## src/hw/rtl/sgmd_pkg.sv

```systemverilog
// Shared types and constants for the Sobel gradient magnitude/direction block.
// No dependencies; every other RTL file imports this package.
package sgmd_pkg;

    // frame geometry
    localparam int MAX_WIDTH    = 1024;
    localparam int COL_W        = $clog2(MAX_WIDTH);
    localparam int ROW_W        = 12;
    localparam int WIDTH_W      = 11;
    localparam int HEIGHT_W     = 13;
    localparam int CFG_DATA_W   = 13;
    localparam int PIX_W        = 8;
    localparam int GRAD_W       = 11;
    localparam int ABS_W        = 10;

    localparam logic [WIDTH_W-1:0]  MIN_WIDTH    = 11'd3;
    localparam logic [WIDTH_W-1:0]  LIMIT_WIDTH  = WIDTH_W'(MAX_WIDTH);
    localparam logic [HEIGHT_W-1:0] MIN_HEIGHT   = 13'd3;
    localparam logic [HEIGHT_W-1:0] LIMIT_HEIGHT = 13'd4096;
    localparam logic [WIDTH_W-1:0]  WIDTH_RESET  = 11'd640;
    localparam logic [HEIGHT_W-1:0] HEIGHT_RESET = 13'd480;

    // configuration register indexes
    localparam logic REG_IMAGE_WIDTH  = 1'b0;
    localparam logic REG_IMAGE_HEIGHT = 1'b1;

    // sector thresholds, tan 22.5 and tan 67.5 in 2^-24 units
    localparam int PROD_W = 36;
    localparam logic [PROD_W-1:0] TAN_LOW_Q24  = 36'd6949350;
    localparam logic [PROD_W-1:0] TAN_HIGH_Q24 = 36'd40503782;

    // direction codes
    localparam logic [1:0] DIR_HORIZONTAL = 2'd0;
    localparam logic [1:0] DIR_PLUS_45    = 2'd1;
    localparam logic [1:0] DIR_VERTICAL   = 2'd2;
    localparam logic [1:0] DIR_MINUS_45   = 2'd3;

    // queue between front and back
    localparam int QDEPTH = 4;
    localparam int QAW    = $clog2(QDEPTH);
    localparam int QLW    = QAW + 1;

    // one classified window: gradients plus position flags
    typedef struct packed {
        logic signed [GRAD_W-1:0] gx;
        logic signed [GRAD_W-1:0] gy;
        logic                     eor;
        logic                     eof;
    } sgmd_item_t;

endpackage

```

## src/hw/rtl/sgmd_back.sv

```systemverilog
// Back end: squares, sector compare, bit-serial square root, result register.
// Depends on sgmd_pkg; drains sgmd_queue.
module sgmd_back (
    input  logic                            clk,
    input  logic                            rst_n,
    input  logic                            q_valid,
    input  sgmd_pkg::sgmd_item_t            q_item,
    output logic                            q_pop,
    output logic                            result_valid,
    input  logic                            result_ready,
    output logic [sgmd_pkg::PIX_W-1:0]      gradient_magnitude,
    output logic [1:0]                      edge_direction,
    output logic                            end_of_row,
    output logic                            end_of_frame
);
    import sgmd_pkg::*;

    localparam logic [2:0] ST_IDLE = 3'd0;
    localparam logic [2:0] ST_MUL  = 3'd1;
    localparam logic [2:0] ST_LOAD = 3'd2;
    localparam logic [2:0] ST_ROOT = 3'd3;
    localparam logic [2:0] ST_HOLD = 3'd4;

    localparam int SQ_W  = 2 * ABS_W;
    localparam int SUM_W = SQ_W + 1;
    localparam int REM_W = 16;

    logic [2:0]             state_reg, state_next;
    sgmd_item_t             item_reg;

    logic [GRAD_W-1:0]      gx_abs_full, gy_abs_full;
    logic [ABS_W-1:0]       ax, ay;

    logic [SQ_W-1:0]        sqx_reg, sqy_reg;
    logic [PROD_W-1:0]      lo_reg, hi_reg, lhs_reg;
    logic [SUM_W-1:0]       sum_sq;

    logic [REM_W-1:0]       rem_reg;
    logic [REM_W-1:0]       root_reg;
    logic [REM_W-2:0]       bit_reg;
    logic                   sat_reg;
    logic [REM_W:0]         trial;

    logic                   gx_zero, gy_zero, same_sign;
    logic [1:0]             sector;
    logic                   out_free;

    assign q_pop    = (state_reg == ST_IDLE) & q_valid;
    assign out_free = !result_valid || result_ready;

    // sequence one request at a time
    always_comb
    begin
        state_next = state_reg;
        case (state_reg)
            ST_IDLE: if (q_valid) state_next = ST_MUL;
            ST_MUL:  state_next = ST_LOAD;
            ST_LOAD: state_next = ST_ROOT;
            ST_ROOT: if (bit_reg[0]) state_next = ST_HOLD;
            ST_HOLD: if (out_free) state_next = ST_IDLE;
            default: state_next = ST_IDLE;
        endcase
    end

    always_ff @(posedge clk or negedge rst_n)
    begin
        if (!rst_n)
            state_reg <= ST_IDLE;
        else
            state_reg <= state_next;
    end

    // take the request off the queue
    always_ff @(posedge clk)
    begin
        if (q_pop)
            item_reg <= q_item;
    end

    assign gx_abs_full = item_reg.gx[GRAD_W-1] ? GRAD_W'(-item_reg.gx) : item_reg.gx;
    assign gy_abs_full = item_reg.gy[GRAD_W-1] ? GRAD_W'(-item_reg.gy) : item_reg.gy;
    assign ax = gx_abs_full[ABS_W-1:0];
    assign ay = gy_abs_full[ABS_W-1:0];

    // squares and threshold products
    always_ff @(posedge clk)
    begin
        if (state_reg == ST_MUL)
        begin
            sqx_reg <= ax * ax;
            sqy_reg <= ay * ay;
            lo_reg  <= TAN_LOW_Q24 * PROD_W'(ax);
            hi_reg  <= TAN_HIGH_Q24 * PROD_W'(ax);
            lhs_reg <= PROD_W'({ay, 24'b0});
        end
    end

    assign sum_sq = SUM_W'(sqx_reg) + SUM_W'(sqy_reg);
    assign trial  = (REM_W+1)'(root_reg) + (REM_W+1)'(bit_reg);

    // square root, two bits of the radicand per cycle
    always_ff @(posedge clk)
    begin
        if (state_reg == ST_LOAD)
        begin
            rem_reg  <= sum_sq[REM_W-1:0];
            sat_reg  <= sum_sq[SUM_W-1:REM_W] != '0;
            root_reg <= '0;
            bit_reg  <= {1'b1, {(REM_W-2){1'b0}}};
        end
        else if (state_reg == ST_ROOT)
        begin
            if ({1'b0, rem_reg} >= trial)
            begin
                rem_reg  <= rem_reg - trial[REM_W-1:0];
                root_reg <= (root_reg >> 1) + REM_W'(bit_reg);
            end
            else
            begin
                root_reg <= root_reg >> 1;
            end
            bit_reg <= bit_reg >> 2;
        end
    end

    // classify the angle into a sector
    assign gx_zero   = item_reg.gx == '0;
    assign gy_zero   = item_reg.gy == '0;
    assign same_sign = item_reg.gx[GRAD_W-1] == item_reg.gy[GRAD_W-1];

    always_comb
    begin
        if (gx_zero)
            sector = DIR_VERTICAL;
        else if (gy_zero)
            sector = DIR_HORIZONTAL;
        else if (same_sign)
        begin
            if (lhs_reg <= lo_reg)
                sector = DIR_HORIZONTAL;
            else if (lhs_reg <= hi_reg)
                sector = DIR_PLUS_45;
            else
                sector = DIR_VERTICAL;
        end
        else
        begin
            if (lhs_reg < lo_reg)
                sector = DIR_HORIZONTAL;
            else if (lhs_reg < hi_reg)
                sector = DIR_MINUS_45;
            else
                sector = DIR_VERTICAL;
        end
    end

    // result register valid flag
    always_ff @(posedge clk or negedge rst_n)
    begin
        if (!rst_n)
            result_valid <= 1'b0;
        else if (state_reg == ST_HOLD && out_free)
            result_valid <= 1'b1;
        else if (result_ready)
            result_valid <= 1'b0;
    end

    // result register payload
    always_ff @(posedge clk)
    begin
        if (state_reg == ST_HOLD && out_free)
        begin
            gradient_magnitude <= sat_reg ? {PIX_W{1'b1}} : root_reg[PIX_W-1:0];
            edge_direction     <= sector;
            end_of_row         <= item_reg.eor;
            end_of_frame       <= item_reg.eof;
        end
    end

endmodule

```

## config.mk

```make
export PLATFORM = sky130hd
export DESIGN_NAME = sgmd_back
export DESIGN_NICKNAME = d
export VERILOG_FILES = /design/src/hw/rtl/sgmd_pkg.sv /design/src/hw/rtl/sgmd_back.sv
export SDC_FILE = /design/constraint.sdc
export NUM_CORES = 1
export LEC_CHECK = 0
export BUFFER_PORTS_ARGS = -buffer_cell sky130_fd_sc_hd__buf_4
export CAP_MARGIN = 25
export CORE_MARGIN = 5
export CORE_UTILIZATION = 55
export CTS_BUF_LIST = sky130_fd_sc_hd__clkbuf_2
export DETAILED_ROUTE_END_ITERATION = 10
export PLACE_DENSITY = 0.71
export SYNTH_ARGS = -nofsm -noshare
export SYNTH_HDL_FRONTEND = slang
export SYNTH_SLANG_ARGS = --single-unit
```

## constraint.sdc

```tcl
create_clock -name clk -period 8.5 [get_ports clk]
set_input_delay 0 -clock clk [delete_from_list [all_inputs] [get_ports clk]]
set_output_delay 0 -clock clk [all_outputs]
set_load 0.03 [all_outputs]
```

==> metrics.md <==
| Metric | Value |
|---|---|
| Max H-tree Level | `4` |
| Status | `complete, no violations` |
| Clk pin slew, worst setup/hold paths | `0.34 ns` |
| Slew Viols, Final | `0` |
| Final critical-path share of the clock period | `a little under nine tenths` |
| Unique masters post-synth | `85` |
| Maximum buffer depth of the clock tree | `2` |
| Global route overflow | `0` |
| Total CTS buffers | `17` |
| Largest net degree at the start of global routing | `69` |
| Hold Path Depth | `3` |
| Std cell rows | `67` |
| Worst reg2reg endpoint | `hi_reg[28]` |
| Layout cell share with drive strength beyond 1 | `7.42%` |
| HPWL Detailed | `35.2 mm` |
| Worst Setup Start Kind | `flop` |
| GR Util All Layers | `about a quarter` |
| Fmax | `0.137 GHz` |
| Worst R2R Start | `item_reg[13]` |
| Ys flop type | `edfxtp_1` |
| Clock Latency Late Sink | `0.90 ns` |
| RSZ-0062 raised after global routing | `false` |
| Clock share of power | `6.3%` |
| Via density | `5.70` |
| Area Growth Syn to Fin | `9.24%` |
| Cells after synthesis | `roughly 1900` |
| Initial antenna violation count | `2` |
| Setup CP Type | `flop to flop` |
| Part of the power in registers | `21.4%` |
| Worst Max-Slew Pin Slew | `approximately 0.97 ns` |
| FF+latch count, synth | `between 150 and 200` |
| TritonCTS clock tree | `built` |
| Initial Util | `55.6%` |
| WP data required | `9.24 ns` |
| FFs w/ async S/R, synth | `roughly 2.4%` |
| ANT nets after route | `0` |
| Largest register FFs | `34` |
| Worst rel slew slack | `34.6%` |
| Worst EP arrival | `8.02 ns` |
| Tmin final | `between 7 and 8 ns` |
| Worst hold start | `q_item[7]` |
| Placed cells | `2356` |
| Setup TNS | `0 ns` |
| Switching Fraction | `48.7%` |
| Cell Pwr Density | `368 nW/um2` |
| Sequential fraction of the synthesis area | `26.0%` |
| # setup viols final | `0` |
| CTS root buffer | `clkbuf_2` |
| Fin cells | `roughly 2400` |
| Syn Nets | `2364` |
| FF-to-FF path depth | `23` |
| DIE AREA | `37700 um2` |
| Die X | `194 um` |
| Most common cell after layout, fill and taps aside | `ha_1` |
| Ys Warns | `0` |
| RD Place Congestion | `0.946` |
| Maximum vdd ir drop | `0.249 mV` |
| Avg Synthesized Cell Area | `9.92 um2` |
| Die height | `194 um` |
| Power Internal | `3850 uW` |
| Detailed Route Iter0 Violations | `slightly above 1000` |
| 1st-pass router iterations | `6` |
| FF-to-FF setup slack | `1.22 ns` |
| Clock sink count | `170` |
| Crit-path max FO | `15` |
| Total vias in the final route | `13900` |
| Hold crit path type | `input pin to flop` |
| Hold worst-path end | `item_reg[7]` |
| First-pass GRT wire length | `slightly above 70 mm` |
| Commonest cells after routing, fill and taps aside | `ha_1, inv_1, fa_1` |
| Final wirelength | `43.7 mm` |
| CP Capture Type | `flop` |
| Drt wl/cell | `17.9 um` |
| Comb pwr share | `72.3%` |
| Final #Nets | `2466` |
| Fin. Hold Viols | `0` |
| IO Count | `42` |
| Fill cells | `2832` |
| EDFF count, synth | `142` |
| Syn Std Cell Area | `18600 um2` |
| Remaining DRCs | `0` |
| Number of port buffers | `41` |
| Core ar. | `about 34000 um2` |
| MaxCap Viol Count | `0` |
| Sw Pwr | `approximately 3600 uW` |
| Worst Skew | `approximately 0.073 ns` |
| Vias in the first global route | `14000` |
| Leakage power | `0.00978 uW` |
-- cell usage after synthesis (4+ instances only) --
cell | instances | area [um2]
a2111oi_0 | 4 | 35.0
a211o_1 | 4 | 35.0
a211oi_1 | 9 | 67.6
a21o_1 | 41 | 308
a21oi_1 | 81 | 405
a221o_1 | 11 | 110
a31o_2 | 8 | 70.1
a31oi_1 | 23 | 144
and2_1 | 11 | 68.8
and3_1 | 15 | 93.8
and4_1 | 4 | 35.0
buf_2 | 6 | 30.0
clkbuf_1 | 24 | 90.1
dfrtp_1 | 4 | 100
dfxtp_1 | 24 | 480
edfxtp_1 | 142 | 4260
fa_1 | 145 | 2900
ha_1 | 311 | 3890
inv_1 | 305 | 1140
inv_2 | 6 | 22.5
mux2_2 | 4 | 45.0
mux2i_1 | 4 | 40.0
nand2_1 | 137 | 514
nand2b_1 | 13 | 81.3
nand3_1 | 34 | 170
nand4_1 | 17 | 106
nor2_1 | 105 | 394
nor2b_1 | 10 | 62.6
nor3_1 | 21 | 105
nor4_1 | 12 | 75.1
o211ai_1 | 8 | 60.1
o21a_1 | 11 | 82.6
o21ai_0 | 46 | 230
o21ai_1 | 4 | 20.0
o21bai_1 | 19 | 143
o31ai_1 | 13 | 97.6
or2_2 | 17 | 106
or3_1 | 9 | 56.3
or4_1 | 5 | 37.5
xnor2_1 | 89 | 780
xor2_1 | 49 | 429
-- routing by layer --
metal	part of all wire [%]	track usage, %	routed length, um
met5	0.046	0	20
met1	46	32.9	20000
met4	1.9	5.83	827
met3	6.0	4.26	2630
met2	46	38.3	20300
-- stage by stage --
step | worst slack (ns) | total power [uW] | area [um2] | utilization, % | hold slack (ns)
after floorplan | 1.49 | 5780 | 18600 | - | -0.296
after detailed placement | 1.28 | 6950 | 19600 | 58.3 | -0.199
final | 1.22 | 7490 | 20400 | 60.7 | 0.330
after CTS | 1.24 | 7470 | 20400 | 60.7 | 0.246
after global placement | 1.42 | 6820 | 19500 | 58.2 | -0.199
after global routing | 0.819 | 8250 | 20400 | 60.7 | 0.273
-- cell families (layout without fill, tap and decap cells) --
family	count (synthesis)	in the layout	synth area share, %
compound gates	334	334	12.4
xor+xnor	141	141	6.74
fa+ha+maj	456	456	36.4
buf+inv	346	461	7.05
flops	170	170	26.0
mux	9	9	0.530
other cells	0	1	0
simple gates	424	424	10.9
-- power by group through the flow --
stage | registers, uW | clock network [uW] | logic, uW
after floorplan | 1560 | 0 | 4220
after global placement | 1620 | 0 | 5200
after detailed placement | 1620 | 0 | 5330
after CTS | 1600 | 479 | 5390
after global routing | 1630 | 514 | 6100
final | 1600 | 470 | 5420
-- worst max path at each step --
stage	from	end	slack [ns]	depth (start not counted)
final	item_reg[13]	hi_reg[28]	1.22	23
after CTS	item_reg[13]	lo_reg[30]	1.24	23
after global placement	item_reg[2]	sqy_reg[19]	1.42	24
after floorplan	item_reg[13]	sqx_reg[17]	1.49	22
after detailed placement	item_reg[13]	hi_reg[33]	1.28	23
after global routing	item_reg[13]	lo_reg[30]	0.82	23
-- worst max-delay path, stage by stage, from the launching register on --
cell and delay (ns):
edfxtp_1 0.43, buf_4 0.23, inv_2 0.27, nand2_1 0.13, or4b_1 0.50, o21ai_0 0.21
xnor2_1 0.34, buf_4 0.33, ha_1 0.25, inv_1 0.11, fa_1 0.49, inv_1 0.05
fa_1 0.44, fa_1 0.54, fa_1 0.42, ha_1 0.38, a21oi_1 0.19, or3b_1 0.37
o211a_1 0.23, a41o_1 0.34, nor3_4 0.23, o31ai_1 0.14, or4_1 0.43, o211ai_2 0.08
-- area by class of cell --
| type | count | area (um2) | area share, % |
|---|---|---|---|
| diodes | 1 | 2.50 | 0.0123 |
| clock buffers | 17 | 85.1 | 0.418 |
| clock inverters | 15 | 178 | 0.872 |
| inverters | 312 | 1170 | 5.75 |
| multi-input cells | 1364 | 12500 | 61.4 |
| flip-flops and latches | 170 | 4840 | 23.8 |
| well taps | 448 | 561 | 2.75 |
| repair buffers | 117 | 1020 | 5.02 |
-- what timing repair did --
item                                   in CTS  in global routing
hold buffers                               55                  0
resized for setup                           0                  0
endpoints found under the hold margin      67                  0
buffers inserted                            0                  0
Note: power is estimated with default switching activity, not from simulation.
