$ cat src/hw/rtl/sgmd_pkg.sv
// Shared types and constants for the Sobel gradient magnitude/direction block.
// No dependencies; every other RTL file imports this package.
package sgmd_pkg;

    // frame geometry
    localparam int MAX_WIDTH    = 1024;
    localparam int COL_W        = $clog2(MAX_WIDTH);
    localparam int ROW_W        = 12;
    localparam int WIDTH_W      = 11;
    localparam int HEIGHT_W     = 13;
    localparam int CFG_DATA_W   = 13;
    localparam int PIX_W        = 8;
    localparam int GRAD_W       = 11;
    localparam int ABS_W        = 10;

    localparam logic [WIDTH_W-1:0]  MIN_WIDTH    = 11'd3;
    localparam logic [WIDTH_W-1:0]  LIMIT_WIDTH  = WIDTH_W'(MAX_WIDTH);
    localparam logic [HEIGHT_W-1:0] MIN_HEIGHT   = 13'd3;
    localparam logic [HEIGHT_W-1:0] LIMIT_HEIGHT = 13'd4096;
    localparam logic [WIDTH_W-1:0]  WIDTH_RESET  = 11'd640;
    localparam logic [HEIGHT_W-1:0] HEIGHT_RESET = 13'd480;

    // configuration register indexes
    localparam logic REG_IMAGE_WIDTH  = 1'b0;
    localparam logic REG_IMAGE_HEIGHT = 1'b1;

    // sector thresholds, tan 22.5 and tan 67.5 in 2^-24 units
    localparam int PROD_W = 36;
    localparam logic [PROD_W-1:0] TAN_LOW_Q24  = 36'd6949350;
    localparam logic [PROD_W-1:0] TAN_HIGH_Q24 = 36'd40503782;

    // direction codes
    localparam logic [1:0] DIR_HORIZONTAL = 2'd0;
    localparam logic [1:0] DIR_PLUS_45    = 2'd1;
    localparam logic [1:0] DIR_VERTICAL   = 2'd2;
    localparam logic [1:0] DIR_MINUS_45   = 2'd3;

    // queue between front and back
    localparam int QDEPTH = 4;
    localparam int QAW    = $clog2(QDEPTH);
    localparam int QLW    = QAW + 1;

    // one classified window: gradients plus position flags
    typedef struct packed {
        logic signed [GRAD_W-1:0] gx;
        logic signed [GRAD_W-1:0] gy;
        logic                     eor;
        logic                     eof;
    } sgmd_item_t;

endpackage

$ cat src/hw/rtl/sgmd_queue.sv
// Short FIFO of gradient requests between the front and back ends.
// Depends on sgmd_pkg.
module sgmd_queue (
    input  logic                        clk,
    input  logic                        rst_n,
    input  logic                        push,
    input  sgmd_pkg::sgmd_item_t        push_item,
    input  logic                        pop,
    output logic                        head_valid,
    output sgmd_pkg::sgmd_item_t        head_item,
    output logic [sgmd_pkg::QLW-1:0]    level
);
    import sgmd_pkg::*;

    sgmd_item_t         slot_reg [QDEPTH];
    logic [QAW-1:0]     wr_ptr_reg, rd_ptr_reg;
    logic [QLW-1:0]     count_reg;
    logic               do_pop;

    assign do_pop     = pop & (count_reg != '0);
    assign head_valid = count_reg != '0;
    assign head_item  = slot_reg[rd_ptr_reg];
    assign level      = count_reg;

    // advance pointers and occupancy
    always_ff @(posedge clk or negedge rst_n)
    begin
        if (!rst_n)
        begin
            wr_ptr_reg <= '0;
            rd_ptr_reg <= '0;
            count_reg  <= '0;
        end
        else
        begin
            if (push)
                wr_ptr_reg <= wr_ptr_reg + QAW'(1);
            if (do_pop)
                rd_ptr_reg <= rd_ptr_reg + QAW'(1);
            count_reg <= count_reg + QLW'(push) - QLW'(do_pop);
        end
    end

    // store the incoming request
    always_ff @(posedge clk)
    begin
        if (push)
            slot_reg[wr_ptr_reg] <= push_item;
    end

endmodule

$ cat config.mk
export PLATFORM = sky130hd
export DESIGN_NAME = sgmd_queue
export DESIGN_NICKNAME = d
export VERILOG_FILES = /design/src/hw/rtl/sgmd_pkg.sv /design/src/hw/rtl/sgmd_queue.sv
export SDC_FILE = /design/constraint.sdc
export NUM_CORES = 1
export LEC_CHECK = 0
export ABC_AREA = 1
export BUFFER_PORTS_ARGS = -buffer_cell sky130_fd_sc_hd__buf_2
export CORE_ASPECT_RATIO = 1.75
export CORE_MARGIN = 1.5
export CORE_UTILIZATION = 45
export CTS_CLUSTER_DIAMETER = 30
export DETAILED_ROUTE_END_ITERATION = 7
export PLACE_DENSITY = 0.65
export SLEW_MARGIN = 0
export SYNTH_ARGS = -nofsm -noshare
export SYNTH_HDL_FRONTEND = slang
export SYNTH_SLANG_ARGS = --single-unit
$ cat constraint.sdc
create_clock -name clk -period 3.15 [get_ports clk]
set_clock_uncertainty 0.05 [all_clocks]
set_input_delay 0.4725 -clock clk [delete_from_list [all_inputs] [get_ports clk]]
set_output_delay 0.4725 -clock clk [all_outputs]
set_load 0.01 [all_outputs]
==> results.toml, run 1 <==
[run_status]
status = "finished clean"

[worst_setup_path]
arrival_ps = 1830
crit_slowest_cell = "inv_2"
timing.rr.end = "level[2]"
reg2reg_from = "level[1]"
criticalPathCategory = "reg -> out"
endpoint = "head_item[18]"
critPathRequiredTime_ps = 2630
r2r_slack_ps = 1050
max_stage_delay_ps = 620
cp-start-kind = "flip-flop"
worst_path_dominant_cell_family = "buffers and inverters"
path_cells = "inv_2, nor2_1, o21ai_1, nand2_1, buf_2"
path_buf_inv = 2
crit_start = "rd_ptr_reg[1]"
reg2reg_depth = 11
critPathMaxFanout = 49
endpoint_kind = "output pin"
path_depth = 5

[sta]
slew_headroom = 0.440
fin_crit_sh = 0.746
slew_viol_final = 0
clock.fmax_ghz = 0.425
hold_viol = 0
min_period_ps = 2350
setup_viol = 0
tns_ps = 0
rsz0062_at_grt = "false"
worst_pin_slew_ps = 839

[power_and_ir_drop]
irDropWorstVdd_mv = 0.541
powerDensity_nw_per_um2 = 921
p_leak_nw = 2.04
fin_total_pwr_mw = 4.47

[worst_hold_path]
holdCritStartpoint = "push_item[5]"
hold_path.class = "in -> reg"

[clock_tree]
cts_setup_buffers = 0
numCtsBuffers = 9
cts_root_buf = "clkbuf_16"
clk_pin_slew_ps = 60
clock-sinks = 103
clk_path_buf_depth = 2
cts_tree = "done"
clk_latency_ps = 330
h-tree-depth = 3

[logic_synthesis]
synth-seq-area-share = 0.730
ys_seq_elements = 103
synth_area_per_cell_um2 = 11.8
syn_area_um2 = 4190
synth_common_cells = "edfxtp_1 (96), nand2_1 (88), nor2_1 (49)"
syn_nets = 391
yosys_most_used_dff = "edfxtp_1"
synth-edff-count = 96
yosysTopAreaCellShare = 0.689
synthTopCellsByArea = "edfxtp_1 (69%), nand2_1 (7.9%), o21ai_1 (4.5%)"
yosysTopAreaCell = "edfxtp_1"
ys_async_sr_fraction = 0.0680
synth_cells = 356
ys_warn_count = 0
synth_most_common_cell = "edfxtp_1"
ys_types = 18

[route]
post_drt_wl_per_cell_um = 14.0
dr.first_iter.drc_count = 147
wirelength_um = 7540
drc = 0
dr.pass1.iters = 4
vias = 2586
ant_nets = 0
vias_per_cell = 4.81

[placement]
dp_hpwl_um = 4630
portBuffers = 55
place.gp.congestion = 0.695

[final_layout]
antenna_cells = 0
drive_above_1_share = 0.182
nets = 448
syn2layout_area_growth_pct = 16.0
largest_register_ffs = 96

[die]
dieArea_um2 = 9910
io_pins = 56
start_util = 0.463
coreArea_um2 = 9040
rows = 46
die_height_um = 131
chipWidth_um = 75.9

[grt]
grt_max_degree = 50
overflow = 0
grt_first_pass_wirelength_um = 12200
antenna_found_initial = 0
grt_pass1_vias = 2560
track_usage = 0.162

[run]
drv_cap = 0
[metal layers]
layer | track usage | routed length [um] | up-vias
met4 | 0.0795 | 149 | 0
met2 | 0.297 | 4020 | 41
met1 | 0.179 | 3130 | 1249
li1 | - | - | 1286
met3 | 0.0347 | 251 | 10
met5 | 0 | 0 | -
[final cells by class]
type | count | area (um2)
Clock buffer | 16 | 282
Multi-Input combinational cell | 198 | 891
Fill cell | 805 | 4180
Inverter | 39 | 146
Timing Repair Buffer | 62 | 330
Tap cell | 120 | 150
Sequential cell | 103 | 3060
[power breakdown]
group          internal (mW)  leakage [nW]  switching, mW  total [mW]
Clock                  0.602         0.137          0.424        1.03
Combinational          0.527         0.935          0.999        1.53
Sequential              1.80         0.964          0.116        1.92
[cells in the final DEF, fill, tap and decap left out]
cell	count
buf_2	55
buf_4	6
clkbuf_1	4
clkbuf_16	9
clkbuf_8	3
clkinv_1	1
dfrtp_1	6
dfrtp_2	1
dlygate4sd3_1	1
edfxtp_1	96
fa_1	1
ha_1	6
inv_1	36
inv_2	2
nand2_1	88
nand3_1	2
nor2_1	49
o21ai_0	11
o21ai_1	38
xnor2_1	1
xor2_1	2
[what timing repair did]
item | in CTS | in global routing
resized for setup | 0 | 0
hold buffers | 1 | 0
endpoints found under the hold margin | 7 | 0
[per-stage QoR]
stage          cell area, um2  std cells   util  setup slack, ps  hold slack, ps
6_report                 4860        538  0.538              799             305
5_1_grt                  4860        538  0.538              580             297
4_1_cts                  4860        538  0.538              721             287
3_5_place_dp             4570        521  0.505             1050             263
3_3_place_gp             4570        521  0.505             1120             260
2_1_floorplan            4190        356      -             1070             127
[worst min-delay path by stage]
stage,slack (ps),cells after the start,end
after global routing,300,1,slot_reg[1][16]
after detailed placement,260,1,wr_ptr_reg[1]
final,300,1,slot_reg[3][5]
after CTS,290,1,slot_reg[2][11]
after global placement,260,1,wr_ptr_reg[0]
after floorplan,130,0,level[0]
[cells by family after synthesis]
kind of cell | synth area share
simple gates | 0.125
flops | 0.730
buf+inv | 0.0568
compound gates | 0.0586
fa+ha+maj | 0.0227
xor+xnor | 0.00628
Note: power is estimated with default switching activity, not from simulation.
==> run 2, diff against run 1 <==
--- a/config.mk
+++ b/config.mk
@@ -12,7 +12,7 @@
 export CORE_UTILIZATION = 45
 export CTS_CLUSTER_DIAMETER = 30
 export DETAILED_ROUTE_END_ITERATION = 7
-export PLACE_DENSITY = 0.65
+export PLACE_DENSITY = 0.67
 export SLEW_MARGIN = 0
 export SYNTH_ARGS = -nofsm -noshare
 export SYNTH_HDL_FRONTEND = slang
==> constraint.sdc (replaced) <==
create_clock -name clk -period 2.05 [get_ports clk]
set_clock_uncertainty 0.05 [all_clocks]
set_input_delay 0.3075 -clock clk [delete_from_list [all_inputs] [get_ports clk]]
set_output_delay 0.3075 -clock clk [all_outputs]
set_load 0.01 [all_outputs]
==> run 2 against run 1 <==
Cell count increased by 1.7%; cell area rose by 3.6%; global-route usage barely moved; critical path type is now reg -> reg; total power grew 64%; non-clock buffer count is 10 higher; critical path depth grew 6; sequential share of layout area down 2.2 points; die area is the same; count of clock-buffer cells in the layout shrank 5; flip-flop and latch count unchanged; via count grew 1.4%; sequential power rose by 53%.
==> results.toml, run 2 (synthesized netlist as in run 1, its figures left out) <==
[clock_tree]
h-tree-depth = 3
cts_tree = "done"
clk_latency_ps = 330
clock-sinks = 103
clk_pin_slew_ps = 60
numCtsBuffers = 9
cts_root_buf = "clkbuf_16"
clk_path_buf_depth = 2

[sta]
slew_viol_final = 0
slew_headroom = 0.788
hold_viol = 0
tns_ps = 0
min_period_ps = 2050
setup_viol = 0
worst_pin_slew_ps = 318
clock.fmax_ghz = 0.489
rsz0062_at_grt = "true"
fin_crit_sh = 0.998
layout_setup_ws_ps = 4.55

[power_and_ir_drop]
p_leak_nw = 2.10
powerDensity_nw_per_um2 = 1460
irDropWorstVdd_mv = 1.06
fin_total_pwr_mw = 7.34

[route]
vias_per_cell = 4.79
wl_met2_um = 4340
dr.pass1.iters = 4
ant_nets = 0
dr.first_iter.drc_count = 201
top_layer = "met4"
post_drt_wl_per_cell_um = 14.1
drc = 0
wirelength_um = 7700
vias = 2622
wl_met1_um = 2900
met3_length_um = 313

[worst_setup_path]
path_cells = "nor2_2, nand2_2, nand2_2, inv_2, ha_4, inv_2, ha_4, fa_2, xor2_1, nand2_1, nand2_1"
cp-start-kind = "flip-flop"
critPathMaxFanout = 4
criticalPathCategory = "reg -> reg"
crit_slowest_cell = "dfrtp_1"
max_stage_delay_ps = 400
endpoint_kind = "flip-flop"
arrival_ps = 2220
critPathRequiredTime_ps = 2230

[grt]
antenna_found_initial = 0
grt_max_degree = 43
overflow = 0
grt_pass1_vias = 2548
grt_first_pass_wirelength_um = 12100
track_usage = 0.162

[final_layout]
seqCellArea_um2 = 3060
drive_above_1_share = 0.225
multi_input_area_um2 = 933
syn2layout_area_growth_pct = 20.2
nFillCells = 759
antenna_cells = 0
final_cell_mix = "edfxtp_1 (96), nand2_1 (86), buf_2 (55)"
largest_register_ffs = 96
final_common_cell = "edfxtp_1"
nets = 458
final_util = 0.557

[worst_hold_path]
hold_path.class = "in -> reg"

[die]
rows = 46
die_height_um = 131
start_util = 0.463
chipWidth_um = 75.9
coreArea_um2 = 9040
dieArea_um2 = 9910
io_pins = 56

[run]
drv_cap = 0

[placement]
pre_cts_slack_ps = 42.1
place.gp.congestion = 0.721
dp_hpwl_um = 4850
portBuffers = 55

[run_status]
status = "finished clean"
==> run 2: final cells by class <==
class	instances	area share
sequential	103	0.608
multi-input combinational	198	0.185
timing repair buffer	72	0.0863
clock buffer	11	0.0462
inverter	39	0.0301
tap	120	0.0298
clock inverter	4	0.0142
==> run 2: metrics by stage <==
step / instances / instance area (um2) / hold WS, ps
global route: 547 / 5030 / 133
floorplan: 356 / 4190 / -38.1
detailed placement: 526 / 4620 / 100
finish: 547 / 5030 / 131
CTS: 542 / 4940 / 124
global placement: 526 / 4620 / 99.9
==> run 2: power breakdown <==
part	switching (mW)	internal, mW
sequential	0.172	2.77
combinational	1.65	1.01
clock	0.674	1.06
==> run 2: what timing repair did <==
item	in CTS	in global routing
gates resized for setup	2	14
endpoints found under the setup margin	2	11
pin swaps	0	8
hold buffers	1	0
hold endpoints to repair	7	0
buffers inserted	0	5
==> run 2: routing by layer <==
layer / up-vias / global-route usage
met5: - / 0
met4: 0 / 0.0784
met3: 11 / 0.0354
met2: 60 / 0.296
met1: 1245 / 0.181
li1: 1306 / -
==> run 2: worst max-delay path: cells and delay by family, from the launching register on <==
family | cells | cell delay [ps]
XOR/XNOR | 1 | 170
AND/OR/NAND/NOR | 5 | 440
buffers and inverters | 2 | 90
adder cells (fa/ha/maj) | 3 | 790
flip-flops | 1 | 400
==> run 2: path summary, 6_finish.rpt <==
kind | from | end | slack [ps] | cells past startpoint
min reg2reg | wr_ptr_reg[0] | wr_ptr_reg[0] | 500 | 1
max reg2reg | level[0] | level[2] | 5 | 11
max in group asynchronous | rst_n | rd_ptr_reg[0] | 1490 | 2
min in group asynchronous | rst_n | level[0] | 290 | 2
max | level[0] | level[2] | 5 | 11
min | push_item[8] | slot_reg[0][8] | 130 | 1
==> run 3, diff against run 2 <==
--- a/config.mk
+++ b/config.mk
@@ -12,7 +12,7 @@
 export CORE_UTILIZATION = 45
 export CTS_CLUSTER_DIAMETER = 30
 export DETAILED_ROUTE_END_ITERATION = 7
-export PLACE_DENSITY = 0.67
+export PLACE_DENSITY = 0.64
 export SLEW_MARGIN = 0
 export SYNTH_ARGS = -nofsm -noshare
 export SYNTH_HDL_FRONTEND = slang
==> run 3 against run 2 <==
Sequential power barely moved; cell area barely moved; critical path depth did not move; non-clock buffer count fell by 2; combinational power barely moved; total power fell by 1.6%; routed wire length fell by 0.27%; global-route usage rose by 0.44 points; cell count fell by 0.18%; flip-flop and latch count did not move; hold slack got worse by 5.5 ps; critical path type unchanged; largest power group unchanged.
==> results.toml, run 3 (synthesized netlist as in run 1, its figures left out) <==
[run_status]
status = "finished clean"

[die]
coreArea_um2 = 9040
die_height_um = 131
io_pins = 56
chipWidth_um = 75.9
start_util = 0.463
rows = 46
dieArea_um2 = 9910

[final_layout]
nets = 456
seqCellArea_um2 = 3060
drive_above_1_share = 0.216
final_common_cell = "edfxtp_1"
syn2layout_area_growth_pct = 20.1
antenna_cells = 0
final_cell_mix = "edfxtp_1 (96), nand2_1 (86), buf_2 (55)"
largest_register_ffs = 96
multi_input_area_um2 = 926
nFillCells = 788

[sta]
hold_viol = 0
worst_pin_slew_ps = 333
setup_viol = 0
min_period_ps = 1980
layout_setup_ws_ps = 69.4
fin_crit_sh = 0.966
clock.fmax_ghz = 0.505
slew_viol_final = 0
rsz0062_at_grt = "true"
slew_headroom = 0.778
hold_ws_ps = 126

[worst_hold_path]
hold_path.class = "in -> reg"

[worst_setup_path]
arrival_ps = 2160
cp-start-kind = "flip-flop"
criticalPathCategory = "reg -> reg"
path_buf_inv = 2
critPathMaxFanout = 5
crit_slowest_cell = "dfrtp_1"
max_stage_delay_ps = 400
endpoint_kind = "flip-flop"
worst_path_dominant_cell_family = "adder cells"
path_cells = "nor2_2, nand2_2, nand2_2, inv_2, ha_4, inv_2, ha_4, fa_2, xor2_1, nand2_1, nand2_1"
critPathRequiredTime_ps = 2230

[grt]
overflow = 0
grt_pass1_vias = 2546
track_usage = 0.167
grt_first_pass_wirelength_um = 12300
grt_max_degree = 49
antenna_found_initial = 0

[clock_tree]
numCtsBuffers = 9
clk_latency_ps = 340
clk_pin_slew_ps = 70
cts_tree = "done"
cts_root_buf = "clkbuf_16"
clock-sinks = 103
clk_path_buf_depth = 2
h-tree-depth = 3

[placement]
place.gp.congestion = 0.716
dp_hpwl_um = 4940
pre_cts_slack_ps = 23.4
portBuffers = 55

[route]
wirelength_um = 7680
vias = 2603
post_drt_wl_per_cell_um = 14.1
dr.first_iter.drc_count = 212
dr.pass1.iters = 4
drc = 0
ant_nets = 0
vias_per_cell = 4.77

[power_and_ir_drop]
p_leak_nw = 2.10
powerDensity_nw_per_um2 = 1440
irDropWorstVdd_mv = 0.878

[run]
drv_cap = 0
[run 3: cell count changes in the layout (fill, tap and decap cells not counted), moves of 2 or more]
| cell | before | now |
|---|---|---|
| buf_12 | 2 | 6 |
| buf_4 | 13 | 8 |
| clkinv_1 | 2 | 4 |
| clkinv_2 | 0 | 2 |
| dfrtp_2 | 2 | 0 |
| inv_2 | 2 | 4 |
| inv_4 | 2 | 0 |
[run 3: stage by stage]
step	setup TNS (ps)	total power, mW	utilization	area [um2]	cells
after global routing	-26.0	7.73	0.557	5030	546
final	0	7.22	0.557	5030	546
after global placement	0	5.54	0.518	4680	526
after CTS	0	7.24	0.551	4970	543
after floorplan	0	4.61	-	4190	356
after detailed placement	0	5.62	0.518	4680	526
[run 3: path summary, 6_finish.rpt]
kind / slack (ps) / cells after the start / start / end
worst max-delay path: 70 / 11 / level[0] / level[2]
worst min-delay path: 130 / 1 / push_item[19] / slot_reg[0][19]
worst max register to register: 70 / 11 / level[0] / level[2]
worst min register to register: 440 / 2 / rd_ptr_reg[1] / rd_ptr_reg[1]
max in group asynchronous: 1500 / 2 / rst_n / rd_ptr_reg[0]
min in group asynchronous: 280 / 2 / rst_n / rd_ptr_reg[1]
[run 3: worst reg2reg max path, cell delays in order, from the launching register on]
cell and delay [ps]:
dfrtp_1 400, nor2_2 120, nand2_2 100, nand2_2 90, inv_2 50, ha_4 250, inv_2 30, ha_4 150
fa_2 370, xor2_1 150, nand2_1 70, nand2_1 50
[run 3: final cells by class]
class / instances / share of cell area
clock buffers: 10 / 0.0455
clock inverters: 6 / 0.0102
inverters: 39 / 0.0291
multi-input cells: 198 / 0.184
flip-flops and latches: 103 / 0.609
well taps: 120 / 0.0299
repair buffers: 70 / 0.0925
[run 3: what timing repair did]
action / CTS / global route
gates resized for setup: 0 / 8
setup endpoints to repair: 0 / 17
buffers inserted: 0 / 3
hold buffers: 1 / 0
endpoints found under the hold margin: 7 / 0
[run 3: where the power goes]
part           internal (mW)  switching (mW)  total [mW]
registers               2.77           0.179        2.95
clock network          0.929           0.685        1.61
logic                   1.04            1.61        2.65
total                   4.75            2.47        7.22
[run 3: per-layer routing]
| layer | GRT usage | up-vias | routed length (um) |
|---|---|---|---|
| met3 | 0.0479 | 10 | 292 |
| li1 | - | 1305 | - |
| met1 | 0.179 | 1235 | 3050 |
| met2 | 0.310 | 53 | 4180 |
| met5 | 0 | - | 0 |
| met4 | 0.0675 | 0 | 153 |
